==> src/design/mrfc_pkg.sv <==
// Shared types, constants and the CRC-16 byte update for the Modbus RTU
// frame checker. No dependencies; every other file imports this package.
package mrfc_pkg;

  localparam int PAYLOAD_MAX = 256;          // payload beats forwarded per frame
  localparam int PAY_LIMIT   = PAYLOAD_MAX + 4;
  localparam int FIFO_DEPTH  = 4;

  localparam logic [10:0] COUNT_SAT = 11'h7FF;
  localparam logic [15:0] CRC_INIT  = 16'hFFFF;
  localparam logic [15:0] CRC_POLY  = 16'hA001;

  localparam logic [31:0] MASK_RESET     = 32'd29460990;
  localparam logic [7:0]  MAX_ADDR_RESET = 8'd247;
  localparam logic [10:0] MAX_LEN_RESET  = 11'd256;

  // configuration register indexes
  localparam logic [1:0] CFG_IDX_MASK     = 2'd0;
  localparam logic [1:0] CFG_IDX_MAX_ADDR = 2'd1;
  localparam logic [1:0] CFG_IDX_MAX_LEN  = 2'd2;

  // result kinds
  localparam logic KIND_PAYLOAD = 1'b0;
  localparam logic KIND_SUMMARY = 1'b1;

  typedef struct packed {
    logic [31:0] function_mask;
    logic [7:0]  max_address;
    logic [10:0] max_length;
  } cfg_t;

  typedef struct packed {
    logic       kind;
    logic [7:0] payload_byte;
    logic       detected;
    logic       crc_ok;
    logic       length_ok;
    logic [7:0] dst_address;
    logic [7:0] function_code;
    logic [8:0] payload_length;
    logic       last_of_run;
  } result_t;

  // reflected CRC-16, one byte, LSB first
  function automatic logic [15:0] crc_byte(input logic [15:0] crc, input logic [7:0] b);
    logic [15:0] c;
    c = crc ^ {8'h00, b};
    for (int k = 0; k < 8; k++) begin
      if (c[0]) begin
        c = (c >> 1) ^ CRC_POLY;
      end else begin
        c = c >> 1;
      end
    end
    return c;
  endfunction

endpackage

==> src/design/modbus_rtu_frame_checker_top.sv <==
// Top level of the Modbus RTU frame checker: input register, configuration
// registers, core and result queue. Depends on mrfc_pkg, mrfc_core, mrfc_fifo.
//
// Usage:
//   s_* : one frame byte per beat in s_tdata[7:0], s_tlast on the final byte.
//   m_* : one result per beat. m_tuser is the kind (0 payload, 1 summary),
//         m_tlast marks the final result caused by one input byte.
//   cfg_*: register writes (0 function mask, 1 max address, 2 max frame
//         length); always ready, other indexes are ignored. Write only idle.
// Each byte past the first four yields a payload beat carrying the byte two
// places back (up to 256 per frame); the last byte adds a summary beat.
// Path from an input beat to its first result beat: input register, result
// queue, output register.
// Throughput: one byte per cycle while the queue has room; the byte-wide CRC
// step and the one-beat output port set this, so a frame end that causes two
// results takes an extra output beat, absorbed by the four-entry queue.
// Reset clears frame state, restores register defaults and empties the queue.
// When m_tready is low, results collect in the queue; once fewer than two
// slots are free, s_tready drops and the held input byte waits.
module modbus_rtu_frame_checker_top (
  input  logic        clk,
  input  logic        rst,
  input  logic        s_tvalid,
  output logic        s_tready,
  input  logic [7:0]  s_tdata,   // [7:0] data_byte
  input  logic        s_tlast,   // end_of_frame
  output logic        m_tvalid,
  input  logic        m_tready,
  output logic [39:0] m_tdata,   // payload_byte, detected, crc_ok, length_ok,
                                 // dst_address, function_code, payload_length, zero fill
  output logic        m_tuser,   // kind
  output logic        m_tlast,   // last_of_run
  input  logic        cfg_valid,
  output logic        cfg_ready,
  input  logic [1:0]  cfg_index,
  input  logic [31:0] cfg_data
);
  import mrfc_pkg::*;

  cfg_t       cfg;
  logic       in_valid;
  logic [7:0] in_byte;
  logic       in_eof;
  logic       room2, advance;
  logic [1:0] push_n;
  result_t    res0, res1, out_res;

  assign cfg_ready = 1'b1;
  assign advance   = in_valid && room2;
  assign s_tready  = !in_valid || advance;

  always_ff @(posedge clk) begin
    if (rst) begin
      cfg.function_mask <= MASK_RESET;
      cfg.max_address   <= MAX_ADDR_RESET;
      cfg.max_length    <= MAX_LEN_RESET;
    end else if (cfg_valid) begin
      if (cfg_index == CFG_IDX_MASK) begin
        cfg.function_mask <= cfg_data;
      end else if (cfg_index == CFG_IDX_MAX_ADDR) begin
        cfg.max_address <= cfg_data[7:0];
      end else if (cfg_index == CFG_IDX_MAX_LEN) begin
        cfg.max_length <= cfg_data[10:0];
      end
    end
  end

  always_ff @(posedge clk) begin
    if (rst) begin
      in_valid <= 1'b0;
    end else if (s_tready) begin
      in_valid <= s_tvalid;
    end
  end

  always_ff @(posedge clk) begin
    if (s_tready && s_tvalid) begin
      in_byte <= s_tdata;
      in_eof  <= s_tlast;
    end
  end

  mrfc_core u_core (
    .clk          (clk),
    .rst          (rst),
    .advance      (advance),
    .data_byte    (in_byte),
    .end_of_frame (in_eof),
    .cfg          (cfg),
    .push_n       (push_n),
    .res0         (res0),
    .res1         (res1)
  );

  mrfc_fifo u_fifo (
    .clk       (clk),
    .rst       (rst),
    .push_n    (push_n),
    .wr0       (res0),
    .wr1       (res1),
    .room2     (room2),
    .out_valid (m_tvalid),
    .out_ready (m_tready),
    .out_res   (out_res)
  );

  assign m_tuser = out_res.kind;
  assign m_tlast = out_res.last_of_run;
  assign m_tdata = {4'd0, out_res.payload_length, out_res.function_code,
                    out_res.dst_address, out_res.length_ok, out_res.crc_ok,
                    out_res.detected, out_res.payload_byte};

endmodule

==> src/design/mrfc_core.sv <==
// Per-frame state of the checker: byte count, delay line, CRC, address and
// function code. Forms up to two results per byte. Uses mrfc_pkg.
module mrfc_core (
  input  logic             clk,
  input  logic             rst,
  input  logic             advance,
  input  logic [7:0]       data_byte,
  input  logic             end_of_frame,
  input  mrfc_pkg::cfg_t   cfg,
  output logic [1:0]       push_n,
  output mrfc_pkg::result_t res0,
  output mrfc_pkg::result_t res1
);
  import mrfc_pkg::*;

  logic [10:0] byte_count, count_next;
  logic [15:0] crc_acc, crc_next;
  logic [7:0]  delay0, delay1;
  logic [7:0]  held_address, address_next;
  logic [7:0]  held_function, function_next;

  logic        pay_hit;
  logic        len_ok, addr_ok, func_ok, crc_ok;
  logic [10:0] plen;
  result_t     pay_res, sum_res;

  always_comb begin
    address_next  = held_address;
    function_next = held_function;
    if (byte_count == 11'd0) begin
      address_next = data_byte;
    end else if (byte_count == 11'd1) begin
      function_next = data_byte;
    end

    crc_next = (byte_count >= 11'd2) ? crc_byte(crc_acc, delay1) : crc_acc;
    pay_hit  = (byte_count >= 11'd4) && ({1'b0, byte_count} < 12'(PAY_LIMIT));
    count_next = (byte_count != COUNT_SAT) ? byte_count + 11'd1 : byte_count;

    // after the shift, the received CRC is old delay0 (low) and this byte (high)
    len_ok  = (count_next >= 11'd4) && (count_next != COUNT_SAT) &&
              (count_next <= cfg.max_length);
    crc_ok  = (count_next >= 11'd4) && ({data_byte, delay0} == crc_next);
    addr_ok = address_next <= cfg.max_address;
    func_ok = (function_next[7:5] == 3'd0) && cfg.function_mask[function_next[4:0]];
    if (count_next < 11'd4) begin
      plen = 11'd0;
    end else if (count_next - 11'd4 > 11'(PAYLOAD_MAX)) begin
      plen = 11'(PAYLOAD_MAX);
    end else begin
      plen = count_next - 11'd4;
    end

    pay_res              = '0;
    pay_res.kind         = KIND_PAYLOAD;
    pay_res.payload_byte = delay1;
    pay_res.last_of_run  = !end_of_frame;

    sum_res                = '0;
    sum_res.kind           = KIND_SUMMARY;
    sum_res.detected       = len_ok && addr_ok && func_ok && crc_ok;
    sum_res.crc_ok         = crc_ok;
    sum_res.length_ok      = len_ok;
    sum_res.dst_address    = address_next;
    sum_res.function_code  = function_next;
    sum_res.payload_length = plen[8:0];
    sum_res.last_of_run    = 1'b1;

    res0   = pay_hit ? pay_res : sum_res;
    res1   = sum_res;
    push_n = 2'(pay_hit) + 2'(end_of_frame);
    if (!advance) begin
      push_n = 2'd0;
    end
  end

  always_ff @(posedge clk) begin
    if (rst || (advance && end_of_frame)) begin
      byte_count    <= '0;
      crc_acc       <= CRC_INIT;
      delay0        <= '0;
      delay1        <= '0;
      held_address  <= '0;
      held_function <= '0;
    end else if (advance) begin
      byte_count    <= count_next;
      crc_acc       <= crc_next;
      delay0        <= data_byte;
      delay1        <= delay0;
      held_address  <= address_next;
      held_function <= function_next;
    end
  end

  a_count_clears: assert property (@(posedge clk) disable iff (rst)
    (advance && end_of_frame) |=> (byte_count == 11'd0))
    else $error("byte count not cleared after end of frame");
  a_two_means_payload_first: assert property (@(posedge clk) disable iff (rst)
    (push_n == 2'd2) |-> (res0.kind == KIND_PAYLOAD && res1.kind == KIND_SUMMARY))
    else $error("result order wrong on double push");
  a_detected_needs_crc: assert property (@(posedge clk) disable iff (rst)
    sum_res.detected |-> (sum_res.crc_ok && sum_res.length_ok))
    else $error("detected without crc and length ok");

endmodule

==> src/design/mrfc_fifo.sv <==
// Result queue: takes up to two results per cycle, hands one per cycle, when
// the output is not stalled, to a registered output beat. Uses mrfc_pkg.
module mrfc_fifo (
  input  logic              clk,
  input  logic              rst,
  input  logic [1:0]        push_n,
  input  mrfc_pkg::result_t wr0,
  input  mrfc_pkg::result_t wr1,
  output logic              room2,
  output logic              out_valid,
  input  logic              out_ready,
  output mrfc_pkg::result_t out_res
);
  import mrfc_pkg::*;

  localparam int PW = $clog2(FIFO_DEPTH);
  localparam int CW = $clog2(FIFO_DEPTH + 1);

  result_t        entries [FIFO_DEPTH];
  logic [PW-1:0]  wptr, rptr;
  logic [CW-1:0]  count, count_next;
  logic           pop;

  assign room2      = count <= CW'(FIFO_DEPTH - 2);
  assign pop        = (count != '0) && (!out_valid || out_ready);
  assign count_next = count + CW'(push_n) - CW'(pop);

  always_ff @(posedge clk) begin
    if (push_n != 2'd0) begin
      entries[wptr] <= wr0;
    end
    if (push_n == 2'd2) begin
      entries[wptr + PW'(1)] <= wr1;
    end
    if (pop) begin
      out_res <= entries[rptr];
    end
  end

  always_ff @(posedge clk) begin
    if (rst) begin
      wptr      <= '0;
      rptr      <= '0;
      count     <= '0;
      out_valid <= 1'b0;
    end else begin
      wptr  <= wptr + PW'(push_n);
      rptr  <= rptr + PW'(pop);
      count <= count_next;
      if (pop) begin
        out_valid <= 1'b1;
      end else if (out_ready) begin
        out_valid <= 1'b0;
      end
    end
  end

  a_no_overflow: assert property (@(posedge clk) disable iff (rst)
    (push_n == 2'd2) |-> room2)
    else $error("double push without room");
  a_count_bound: assert property (@(posedge clk) disable iff (rst)
    count <= CW'(FIFO_DEPTH))
    else $error("queue count beyond depth");
  a_count_track: assert property (@(posedge clk) disable iff (rst)
    !$past(rst) |-> (count == $past(count) + CW'($past(push_n)) - CW'($past(pop))))
    else $error("queue count out of step");

endmodule
==> config.mk <==
export PLATFORM = sky130hd
export DESIGN_NAME = modbus_rtu_frame_checker_top
export DESIGN_NICKNAME = d
export VERILOG_FILES = /design/src/design/mrfc_pkg.sv /design/src/design/modbus_rtu_frame_checker_top.sv /design/src/design/mrfc_core.sv /design/src/design/mrfc_fifo.sv
export SDC_FILE = /design/constraint.sdc
export NUM_CORES = 1
export LEC_CHECK = 0
export ABC_CLOCK_PERIOD_IN_PS = 18420
export BUFFER_PORTS_ARGS = -buffer_cell sky130_fd_sc_hd__clkbuf_2
export CAP_MARGIN = 10
export CORE_UTILIZATION = 55
export DETAILED_ROUTE_END_ITERATION = 10
export GPL_ROUTABILITY_DRIVEN = 0
export GPL_TIMING_DRIVEN = 0
export PLACE_DENSITY = 0.82
export SYNTH_ARGS = -nofsm -noshare
export SYNTH_HDL_FRONTEND = slang
export SYNTH_HIERARCHICAL = 1
export SYNTH_SLANG_ARGS = --single-unit
==> constraint.sdc <==
create_clock -name clk -period 18.42 [get_ports clk]
set_input_delay 2.763 -clock clk [delete_from_list [all_inputs] [get_ports clk]]
set_output_delay 2.763 -clock clk [all_outputs]
set_load 0.05 [all_outputs]
# Yosys cells after proc, flatten, opt, wreduce, memory -nomap -nowiden
# Memories as Yosys holds them, arrays and structs flattened. A register that Yosys moved wholly into a read port is not among the register bits.
# Cells that the tools add are included.
# W data, S select, Z words.
# word_totals
ff_bits,128
latch_bits,0
ram_bits,152
rom_bits,0
in_bits,48
output_inout_bits,45
wordCells,105
n_memories,1
# mem_list
name,depth,word_bits,rd,rd_clocked_by_memory_dff,wr,line,source
u_fifo.entries,4,38,1,1,2,mrfc_fifo.sv:19,result_t entries [FIFO_DEPTH];
# op_classes
add_sub_neg,8
multipliers,0
n_div,0
magnitude_cmp,10
n_eq_ne,7
shift,0
n_mux,25
bitwise,11
n_reduce_logical,27
# ops
cell,n
$mux W16,9
$mux W38,1
$mux W8,3
$not A2 Y3,8
$ge A11 B3 Y1 const B,2
$ne A11 B11 Y1 const B,2
$mux W9,2
$eq A16 B16 Y1,1
$xor A16 B8 Y16,1
$logic_and A1 B1 Y1,12
$add A11 B1 Y11 const B,1
$eq A11 B1 Y1 const B,1
$ge A11 B2 Y1 const B,1
$gt A11 B9 Y1 const B,1
$le A11 B11 Y1,1
$logic_not A11 Y1,1
$lt A11 B3 Y1 const B,1
$lt A11 B9 Y1 const B,1
$mux W11,1
$sub A11 B3 Y11 const B,1
$le A8 B8 Y1,1
$mux W1,7
$lt A5 B6 Y1 const B,1
$bmux W1 S5,1
other kinds (20),27

# Depth between registers and ports, before layout
# Gate-level depths: netlist of run 1.
# logic_depth
word_depth,22
ltp_mapped,17
depth_no_buf,15

# Modules after synthesis
# The synthesis of run 1 kept the hierarchy.
# by_module_without_submodules
mod,instances,cells_per_inst,area_per_inst_um2,seq_area_each_um2
mrfc_fifo,1,457,9049.9,5865.6
mrfc_core,1,649,4972.3,1181.1
modbus_rtu_frame_checker_top,1,235,2504.9,1311.3

# Worst setup path after synthesis of run 1
# No wires, ideal clock.
# synth_timing
path_type,flip-flop to flip-flop
startpoint,register u_core.byte_count[2]
endpoint,memory u_fifo/entries[0][0] in the netlist's numbering (enable)
setup_time_ps,491
arrival_time_ps,5285
t_required_ps,17929
setup_slack_ps,12645
path_stages_with_launch,12
path_buffers,3
period_less_slack_ps,5775
path_cell_list,dfxtp_1 -> buf_4 -> nor4_2 -> nand2_1 -> xor2_1 -> and2_1 -> clkbuf_1 -> clkbuf_1 -> ha_1 -> and2_1 -> nor2_1 -> o31ai_1
# synth_rtl
item,line,source
start: declaration,mrfc_core.sv:16,"logic [10:0] byte_count, count_next;"
start signal: assignment,mrfc_core.sv:86,byte_count <= count_next;
end: declaration,mrfc_fifo.sv:19,

==> flow_metrics.tcl, run 1 <==
set metrics [dict create \
    nets 1558 \
    rsz0062_at_grt "false" \
    wl_mm 38.8 \
    hold_viol 0 \
    final_layout_size_suffix_gt1_share_pct 28.2 \
    rrSetupSlack_ns 12.99 \
    final.setup.tns_ns 0 \
    worstPathArrival_ns 5.81 \
    layout_common_cells "199 x edfxtp_1, 131 x nor2_1, 119 x dfxtp_1" \
    dieArea_mm2 0.0307 \
    status "complete, no violations" \
    total_power_mw 2.29 \
    worstMarginPinSlew_ns 1.23 \
    portBuffers 87 \
    ys_seq_area_share_pct 50.6 \
    drv_slew 0 \
    crit_required_ns 18.80 \
    endpoint_kind "flop" \
    multiInputGateArea_mm2 0.00742 \
    die_h_um 175 \
    postCtsSetupBuffers 0 \
    fillCellCount 2204 \
    fin_skew_ns 0.0195 \
    cp_slowest_stage_delay_ns 1.03 \
    ir_drop_mv 0.0713 \
    met2_usage_pct 42.1 \
    timing.slew.headroom_pct 16.5 \
    die_w_um 175 \
    cts_tree "built" \
    final_common_cell "edfxtp_1" \
    drt_pre_antenna_iters 8 \
    worst_path_most_repeated_cell "nand4_1" \
    fin_crit_ns 5.43 \
    grt_util_met1_pct 34.1 \
    drt_iter0_markers 955 \
    synth_warnings 6 \
    vias 11182 \
    cts_max_path_buffers 3 \
    antenna_found_initial 0 \
    post-route-period-util_pct 29.5 \
    clk_latency_ns 0.52 \
    grt-ovfl-total 0 \
    cts_hold_buf 0 \
    ff_latch_area_mm2 0.00836 \
    cap_violations 0 \
    ys_ff_latch 318 \
    synthFlopType "edfxtp_1" \
    fin_util_pct 63.7 \
    path_clk_slew_ns 0.06 \
    met3_usage_pct 3.85 \
    wl_per_cell_um 20.4 \
    numCtsBuffers 36 \
    synth.distinct_cells 79 \
    whs_ns 0.472 \
    critPathLaunchType "flop" \
    p_leak_nw 7.53 \
    syn2layout_area_growth_pct 14.2 \
    grt_pass1_vias 11087 \
    place_inst 1835 \
    syn_area_mm2 0.0165 \
    path_cells "buf_4 -> nor4_2 -> nand4_1 -> mux2i_1 -> inv_1 -> ha_1 -> and3_1 -> a221o_1 -> a221oi_1 -> a41o_1 -> nand4_1 -> a31o_2 -> nor4b_1 -> mux2_2" \
    grt_use_total_pct 25.6 \
    grt_pass1_wl_mm 61.1 \
    numClockSinks 318 \
    slowest_stage "nor4b_1" \
    fin_cells 1898 \
    post-dp-hpwl_mm 27.1 \
    drc 0 \
    path_max_fanout 10 \
    worst-path-buf-inv 2 \
    antennaDiodeCount 0 \
    start_util_pct 55.8 \
    vias_per_cell 5.89 \
    cts-htree-levels 2 \
    postSynthCellCount 1341 \
    cp_top_family "simple AND/OR/NAND/NOR gates" \
    cts_root_buffer "clkbuf_16" \
    ys_async_sr_fraction_pct 0 \
    top_usage_layer "met2" \
    path_class "reg -> reg" \
    cts-resized-gates 0 \
    syn_avg_cell_area_um2 12.3 \
    fmax_mhz 184 \
    setup_viol 0 \
    synth_edf_count 199 \
    fp.coreArea_mm2 0.0296 \
    grt_max_degree 26 \
    row_count 63 \
    drtAntennaViolNets 0 \
    power.density_mw_per_mm2 122 \
    hold_path_class "reg -> reg" \
    design.portCount 93 \
]
final timing paths:
kind	startpoint	to	cells after the start
worst max-delay path	u_core/byte_count[2]	u_fifo/entries[0][28]	14
worst min-delay path	cfg[14]	cfg[14]	2
worst max register to register	u_core/byte_count[2]	u_fifo/entries[0][28]	14
worst min register to register	cfg[14]	cfg[14]	2
registers in the layout, indices dropped and copies added, names as in the netlist:
register	flops
u_fifo/entries	152
cfg	51
u_fifo/out_res	38
u_core/crc_acc	16
u_core/byte_count	11
in_byte	8
u_core/delay0	8
u_core/delay1	8
u_core/held_address	8
u_core/held_function	8
u_fifo/count	3
u_fifo/rptr	2
u_fifo/wptr	2
in_eof	1
in_valid	1
u_fifo/out_valid	1
Yosys cell counts, drive strengths merged (14+ instances only):
cell | n | area [um2]
ha | 26 | 325
edfxtp | 199 | 5980
buf | 69 | 513
xnor2 | 24 | 210
a21oi | 26 | 130
nand3 | 23 | 120
nand2 | 54 | 203
mux2i | 103 | 1030
nand2b | 57 | 364
dfxtp | 119 | 2380
a211oi | 20 | 163
and2 | 14 | 90.1
xor2 | 22 | 193
clkbuf | 31 | 116
and3 | 21 | 136
mux2 | 153 | 1830
inv | 53 | 199
o21ai | 22 | 110
mux4 | 38 | 856
nor2 | 133 | 499
area by class of cell:
| class | count | area share, % |
|---|---|---|
| buffer | 100 | 3.34 |
| clock buffer | 55 | 5.75 |
| clock inverter | 8 | 0.544 |
| inverter | 53 | 1.05 |
| multi-input combinational | 881 | 39.3 |
| sequential | 318 | 44.3 |
| tap | 390 | 2.59 |
| timing repair buffer | 93 | 3.10 |
kinds of logic after synthesis:
kind of cell	count (synthesis)	share of synthesized area, %
AO/OA/AOI/OAI	124	5.26
other	4	0.0908
buffers and inverters	153	5.01
XOR/XNOR	49	2.85
multiplexers	294	22.5
adder cells (fa/ha/maj)	28	2.15
flip-flops	318	50.6
AND/OR/NAND/NOR	371	11.6
layer usage:
metal / vias up / share of wire, %
li1: 5148 / -
met1: 5454 / 42
met2: 483 / 47
met3: 95 / 7.1
met4: 2 / 3.4
met5: - / 0.34
worst reg2reg max path: stages, from the launching register on:
cell and delay (ns):
dfxtp_1 0.30, buf_4 0.16, nor4_2 0.45, nand4_1 0.59
mux2i_1 0.51, inv_1 0.22, ha_1 0.34, and3_1 0.20
a221o_1 0.34, a221oi_1 0.31, a41o_1 0.14, nand4_1 0.10
a31o_2 0.28, nor4b_1 1.03, mux2_2 0.33
per-stage QoR:
stage / setup WS, ns / cell area [um2]
2_1_floorplan: 12.64 / 16600
3_3_place_gp: 9.97 / 17500
3_5_place_dp: 13.30 / 17700
4_1_cts: 13.14 / 18900
5_1_grt: 12.78 / 18900
6_report: 12.99 / 18900
where the power goes:
part	total (mW)	switching [mW]	internal (mW)
Sequential	0.903	0.0354	0.868
Clock	0.708	0.274	0.434
Combinational	0.682	0.445	0.238
Power figures use the tool's default switching activity.
==> inputs of run 2 (changes only) <==
- ABC_CLOCK_PERIOD_IN_PS: 18420 -> 5200
- clock period: 18.42 -> 5.2 ns (I/O delays scaled with it)
==> run 2 against run 1 <==
Net effect: sequential power grew to 3.5 times the previous value; total power increased to 3.5 times the previous value; final cell count grew 0.37%; clock power grew to 3.3 times the previous value; core utilization down 0.10 points; sequential cell count stayed put; critical endpoint is now u_fifo/entries[2][3]; highest routed layer is now met4.
==> flow_metrics.tcl, run 2 (same netlist as run 1, synthesis figures left out) <==
set metrics [dict create \
    status "complete, no violations" \
    die_w_um 175 \
    rsz0062_at_grt "false" \
    die_h_um 175 \
    hold_viol 0 \
    crit_required_ns 5.42 \
    drv_slew 0 \
    largest_reg_flops 152 \
    grt-ovfl-total 0 \
    post-route-period-util_pct 92.4 \
    dieArea_mm2 0.0307 \
    ir_drop_mv 0.241 \
    timing.slew.headroom_pct 31.4 \
    grt_pass1_vias 11089 \
    antennaDiodeCount 0 \
    drc 0 \
    whs_endpoint "in_byte[1]" \
    path_class "reg -> reg" \
    multiInputGateArea_mm2 0.00744 \
    fin_skew_ns 0.0175 \
    wl_per_cell_um 20.2 \
    total_power_mw 8.01 \
    antenna_found_initial 0 \
    start_util_pct 55.8 \
    final_layout_size_suffix_gt1_share_pct 28.1 \
    worstPathArrival_ns 5.02 \
    nets 1562 \
    cts-htree-levels 2 \
    grt_use_total_pct 25.6 \
    final_common_cell "edfxtp_1" \
    path_max_fanout 20 \
    numClockSinks 318 \
    drtAntennaViolNets 0 \
    cts_max_path_buffers 3 \
    clk_latency_ns 0.52 \
    design.portCount 93 \
    rrSetupSlack_ns 0.39 \
    cap_violations 0 \
    row_count 63 \
    fmax_mhz 208 \
    portBuffers 87 \
    cts_hold_buf 0 \
    fillCellCount 2232 \
    critPathLaunchType "flop" \
    vias_per_cell 5.89 \
    wl_mm 38.6 \
    top_register "u_fifo/entries" \
    hold_path_class "in -> reg" \
    regToRegEndpoint "u_fifo/entries[2][3]" \
    numCtsBuffers 36 \
    final.setup.tns_ns 0 \
    holdPathStages 1 \
    cts_tree "built" \
    setup_viol 0 \
    place_area_mm2 0.0177 \
    fp.coreArea_mm2 0.0296 \
    post-dp-hpwl_mm 27.1 \
    endpoint_kind "flop" \
    ff_latch_area_mm2 0.00836 \
    fin_crit_ns 4.81 \
    grt_max_degree 27 \
    whs_ns 0.445 \
    hp-start "s_tdata[1]" \
    power.density_mw_per_mm2 425 \
    worstMarginPinSlew_ns 1.02 \
    layout_common_cells "199 x edfxtp_1, 131 x nor2_1, 119 x dfxtp_1" \
    reg2reg_depth 15 \
    syn2layout_area_growth_pct 14.0 \
    cts_root_buffer "clkbuf_16" \
    drt_iter0_markers 1003 \
    vias 11215 \
    drt_pre_antenna_iters 6 \
    design_area_mm2 0.0188 \
    path_clk_slew_ns 0.05 \
    grt_pass1_wl_mm 61.0 \
    reg_top3 "u_fifo/entries: 152 flops, cfg: 51 flops, u_fifo/out_res: 38 flops" \
    r2r_start "u_core/byte_count[2]" \
    p_leak_nw 7.51 \
]
==> run 2: cell types whose count changed in the layout (fill, tap and decap cells not counted) <==
cell,change
clkinv_1,+5
xor2_1,-1
clkbuf_1,+4
xor2_2,+1
nor4_1,-1
buf_4,+3
clkbuf_8,-4
nor4b_2,+1
nor4_2,+1
nor4b_1,-1
clkinv_4,+1
bufinv_16,-2
==> run 2: layout make-up <==
class	count	area share (%)
plain buffers	100	3.34
inverters	53	1.06
clock inverters	12	0.372
multi-input cells	881	39.5
repair buffers	97	3.25
well taps	390	2.59
clock buffers	54	5.53
flip-flops and latches	318	44.4
==> run 2: worst max-delay path, stage by stage (launching register included) <==
cell and delay [ns]:
dfxtp_1 0.29, buf_4 0.16, nor4_2 0.46, nand2_1 0.18
xor2_2 0.32, and2_1 0.17, clkbuf_1 0.31, clkbuf_1 0.41
ha_1 0.30, and2_1 0.28, nor2b_4 0.20, and3b_4 0.24
buf_6 0.17, buf_6 0.20, a21o_2 0.55, buf_16 0.25
==> run 2: worst max path at each step <==
stage	startpoint	to	cells past startpoint
after floorplan	u_core/byte_count[2]	u_fifo/entries[3][0]	12
after global placement	u_core/byte_count[2]	u_fifo/entries[3][3]	12
after detailed placement	u_core/byte_count[2]	u_fifo/entries[1][28]	14
after CTS	u_core/byte_count[2]	u_fifo/entries[1][28]	14
after global routing	u_core/byte_count[2]	u_fifo/entries[2][3]	15
final	u_core/byte_count[2]	u_fifo/entries[2][3]	15
==> run 2: report_power, final <==
part           total [mW]  internal [mW]  switching [mW]
registers            3.20           3.07           0.125
clock network        2.37           1.39           0.986
logic                2.44          0.851            1.59
total                8.01           5.31            2.70
==> run 2: per-stage QoR <==
step / setup WS [ns] / instances / utilization [%]
after floorplan: 0.445 / 1352 / -
after global placement: -1.43 / 1829 / 59.0
after detailed placement: 0.00558 / 1835 / 59.7
after CTS: 0.0375 / 1901 / 63.4
after global routing: 0.0702 / 1905 / 63.6
final: 0.393 / 1905 / 63.6
==> run 2: repair_timing <==
item / CTS / global route
pin swaps: 0 / 1
gates resized for setup: 1 / 2
setup buffers: 0 / 3
endpoints found under the setup margin: 2 / 23
==> run 2: routing by layer <==
metal  global-route usage, %  part of all wire, %  vias up
met3                    3.64                  7.4       88
met5                       0                    0        -
li1                        -                    -     5150
met4                    8.37                  2.9        0
met1                    35.0                   42     5478
met2                    41.9                   47      499
==> inputs of run 3 (changes only) <==
- PLACE_DENSITY: 0.82 -> 0.79
- SETUP_SLACK_MARGIN: unset -> 0.02
==> run 3 against run 2 <==
Net effect: clock skew is 0.0026 ns lower; routed wire length fell by 1.6%; sequential cell count stayed put; count of clock-buffer cells in the layout shrank 9; final cell count did not move; worst setup slack gained 0.073 ns; hold slack got worse by 0.0019 ns; total power rose by 0.99%; sequential power barely moved; critical endpoint is now u_fifo/entries[2][12].
==> flow_metrics.tcl, run 3 (same netlist as run 1, synthesis figures left out) <==
set metrics [dict create \
    status "complete, no violations" \
    hold_viol 0 \
    grt-ovfl-total 0 \
    reg2reg_depth 15 \
    vias_per_cell 5.80 \
    holdPathStages 1 \
    wl_mm 37.9 \
    drv_slew 0 \
    dieArea_mm2 0.0307 \
    cts_hold_buf 0 \
    rrSetupSlack_ns 0.47 \
    p_leak_nw 7.53 \
    fin_skew_ns 0.0149 \
    wl_per_cell_um 19.9 \
    timing.slew.headroom_pct 17.3 \
    grt_pass1_vias 10843 \
    power.density_mw_per_mm2 429 \
    worstPathArrival_ns 4.94 \
    grt_use_total_pct 25.0 \
    worstMarginPinSlew_ns 1.21 \
    ir_drop_mv 0.260 \
    fin_crit_ns 4.73 \
    grt_max_degree 27 \
    syn2layout_area_growth_pct 14.1 \
    vias 11048 \
    design.portCount 93 \
    hold_path_class "in -> reg" \
    portBuffers 87 \
    grt_pass1_wl_mm 59.7 \
    cts_root_buffer "clkbuf_16" \
    cap_violations 0 \
    numCtsBuffers 35 \
    final_layout_size_suffix_gt1_share_pct 28.4 \
    rsz0062_at_grt "false" \
    drc 0 \
    cts_tree "built" \
    drt_pre_antenna_iters 5 \
    critPathLaunchType "flop" \
    path_clk_slew_ns 0.06 \
    die_h_um 175 \
    path_max_fanout 26 \
    whs_ns 0.443 \
    setup_viol 0 \
    final_common_cell "edfxtp_1" \
    antenna_found_initial 1 \
    top_register "u_fifo/entries" \
    post-dp-hpwl_mm 27.0 \
    largest_reg_flops 152 \
    cts_max_path_buffers 3 \
    drt_iter0_markers 1191 \
    post-place-ws_ns -0.0292 \
    clk_latency_ns 0.52 \
    reg_top3 "u_fifo/entries: 152 flops, cfg: 51 flops, u_fifo/out_res: 38 flops" \
    fp.coreArea_mm2 0.0296 \
    nets 1561 \
    endpoint_kind "flop" \
    path_class "reg -> reg" \
    crit_required_ns 5.41 \
    start_util_pct 55.8 \
    fmax_mhz 211 \
    row_count 63 \
    post-route-period-util_pct 91.0 \
    numClockSinks 318 \
    layout_common_cells "199 x edfxtp_1, 131 x nor2_1, 119 x dfxtp_1" \
    drtAntennaViolNets 0 \
    setup_ws_ns 0.466 \
    die_w_um 175 \
    cts-htree-levels 2 \
]
==> run 3: cell types whose count changed in the layout (fill, tap and decap cells not counted), sizes merged <==
cell and delta:
clkbuf -10, bufinv +4, clkinv +3, diode +2, buf +1, clkinvlp -1
inv +1
==> run 3: worst max-delay path, stage by stage, from the launching register on <==
cell      delay [ns]
dfxtp_1         0.30
buf_4           0.16
nor4_2          0.41
nand2_1         0.17
xor2_2          0.33
and2_1          0.18
clkbuf_1        0.37
clkbuf_1        0.41
ha_1            0.30
and2_1          0.30
nor2b_4         0.21
and3b_4         0.23
buf_6           0.17
buf_6           0.21
a21o_2          0.39
buf_12          0.27
==> run 3: per-stage QoR <==
stage               cell area, um2  util, %  std cells  power [mW]  TNS [ns]
floorplan                    16600        -       1352        5.04         0
global placement             17500     59.0       1829        5.54   -174.42
detailed placement           17700     59.6       1835        5.64   -0.0600
CTS                          18800     63.5       1899        8.11         0
global route                 18900     63.6       1903        8.41         0
finish                       18900     63.6       1905        8.09         0
==> run 3: metal layers <==
metal / up-vias / global-route usage (%) / routed length, um
li1: 5152 / - / -
met1: 5389 / 33.9 / 16200
met2: 430 / 41.5 / 18000
met3: 77 / 3.48 / 2680
met4: 0 / 7.90 / 1040
met5: - / 0 / 0
==> run 3: area by class of cell <==
cell class	instances	area [um2]
diodes	2	5.00
plain buffers	100	629
clock buffers	45	935
clock inverters	19	208
fillers	2226	10800
inverters	53	199
multi-input cells	881	7440
flip-flops and latches	318	8360
well taps	390	488
repair buffers	97	596
==> run 3: path summary, 6_finish.rpt <==
path / from / endpoint
worst max-delay path: u_core/byte_count[2] / u_fifo/entries[2][12]
worst min-delay path: s_tdata[7] / in_byte[7]
worst max register to register: u_core/byte_count[2] / u_fifo/entries[2][12]
worst min register to register: u_core/held_address[1] / u_core/held_address[1]
==> run 3: repair_timing <==
action	CTS	global route
setup buffers	0	4
setup endpoints to repair	4	14
resized for setup	2	1
==> run 3: power breakdown <==
part	leakage [nW]	total, mW	switching, mW	internal, mW
Combinational	4.13	2.43	1.58	0.851
Clock	0.562	2.47	0.988	1.48
Sequential	2.84	3.20	0.125	3.07
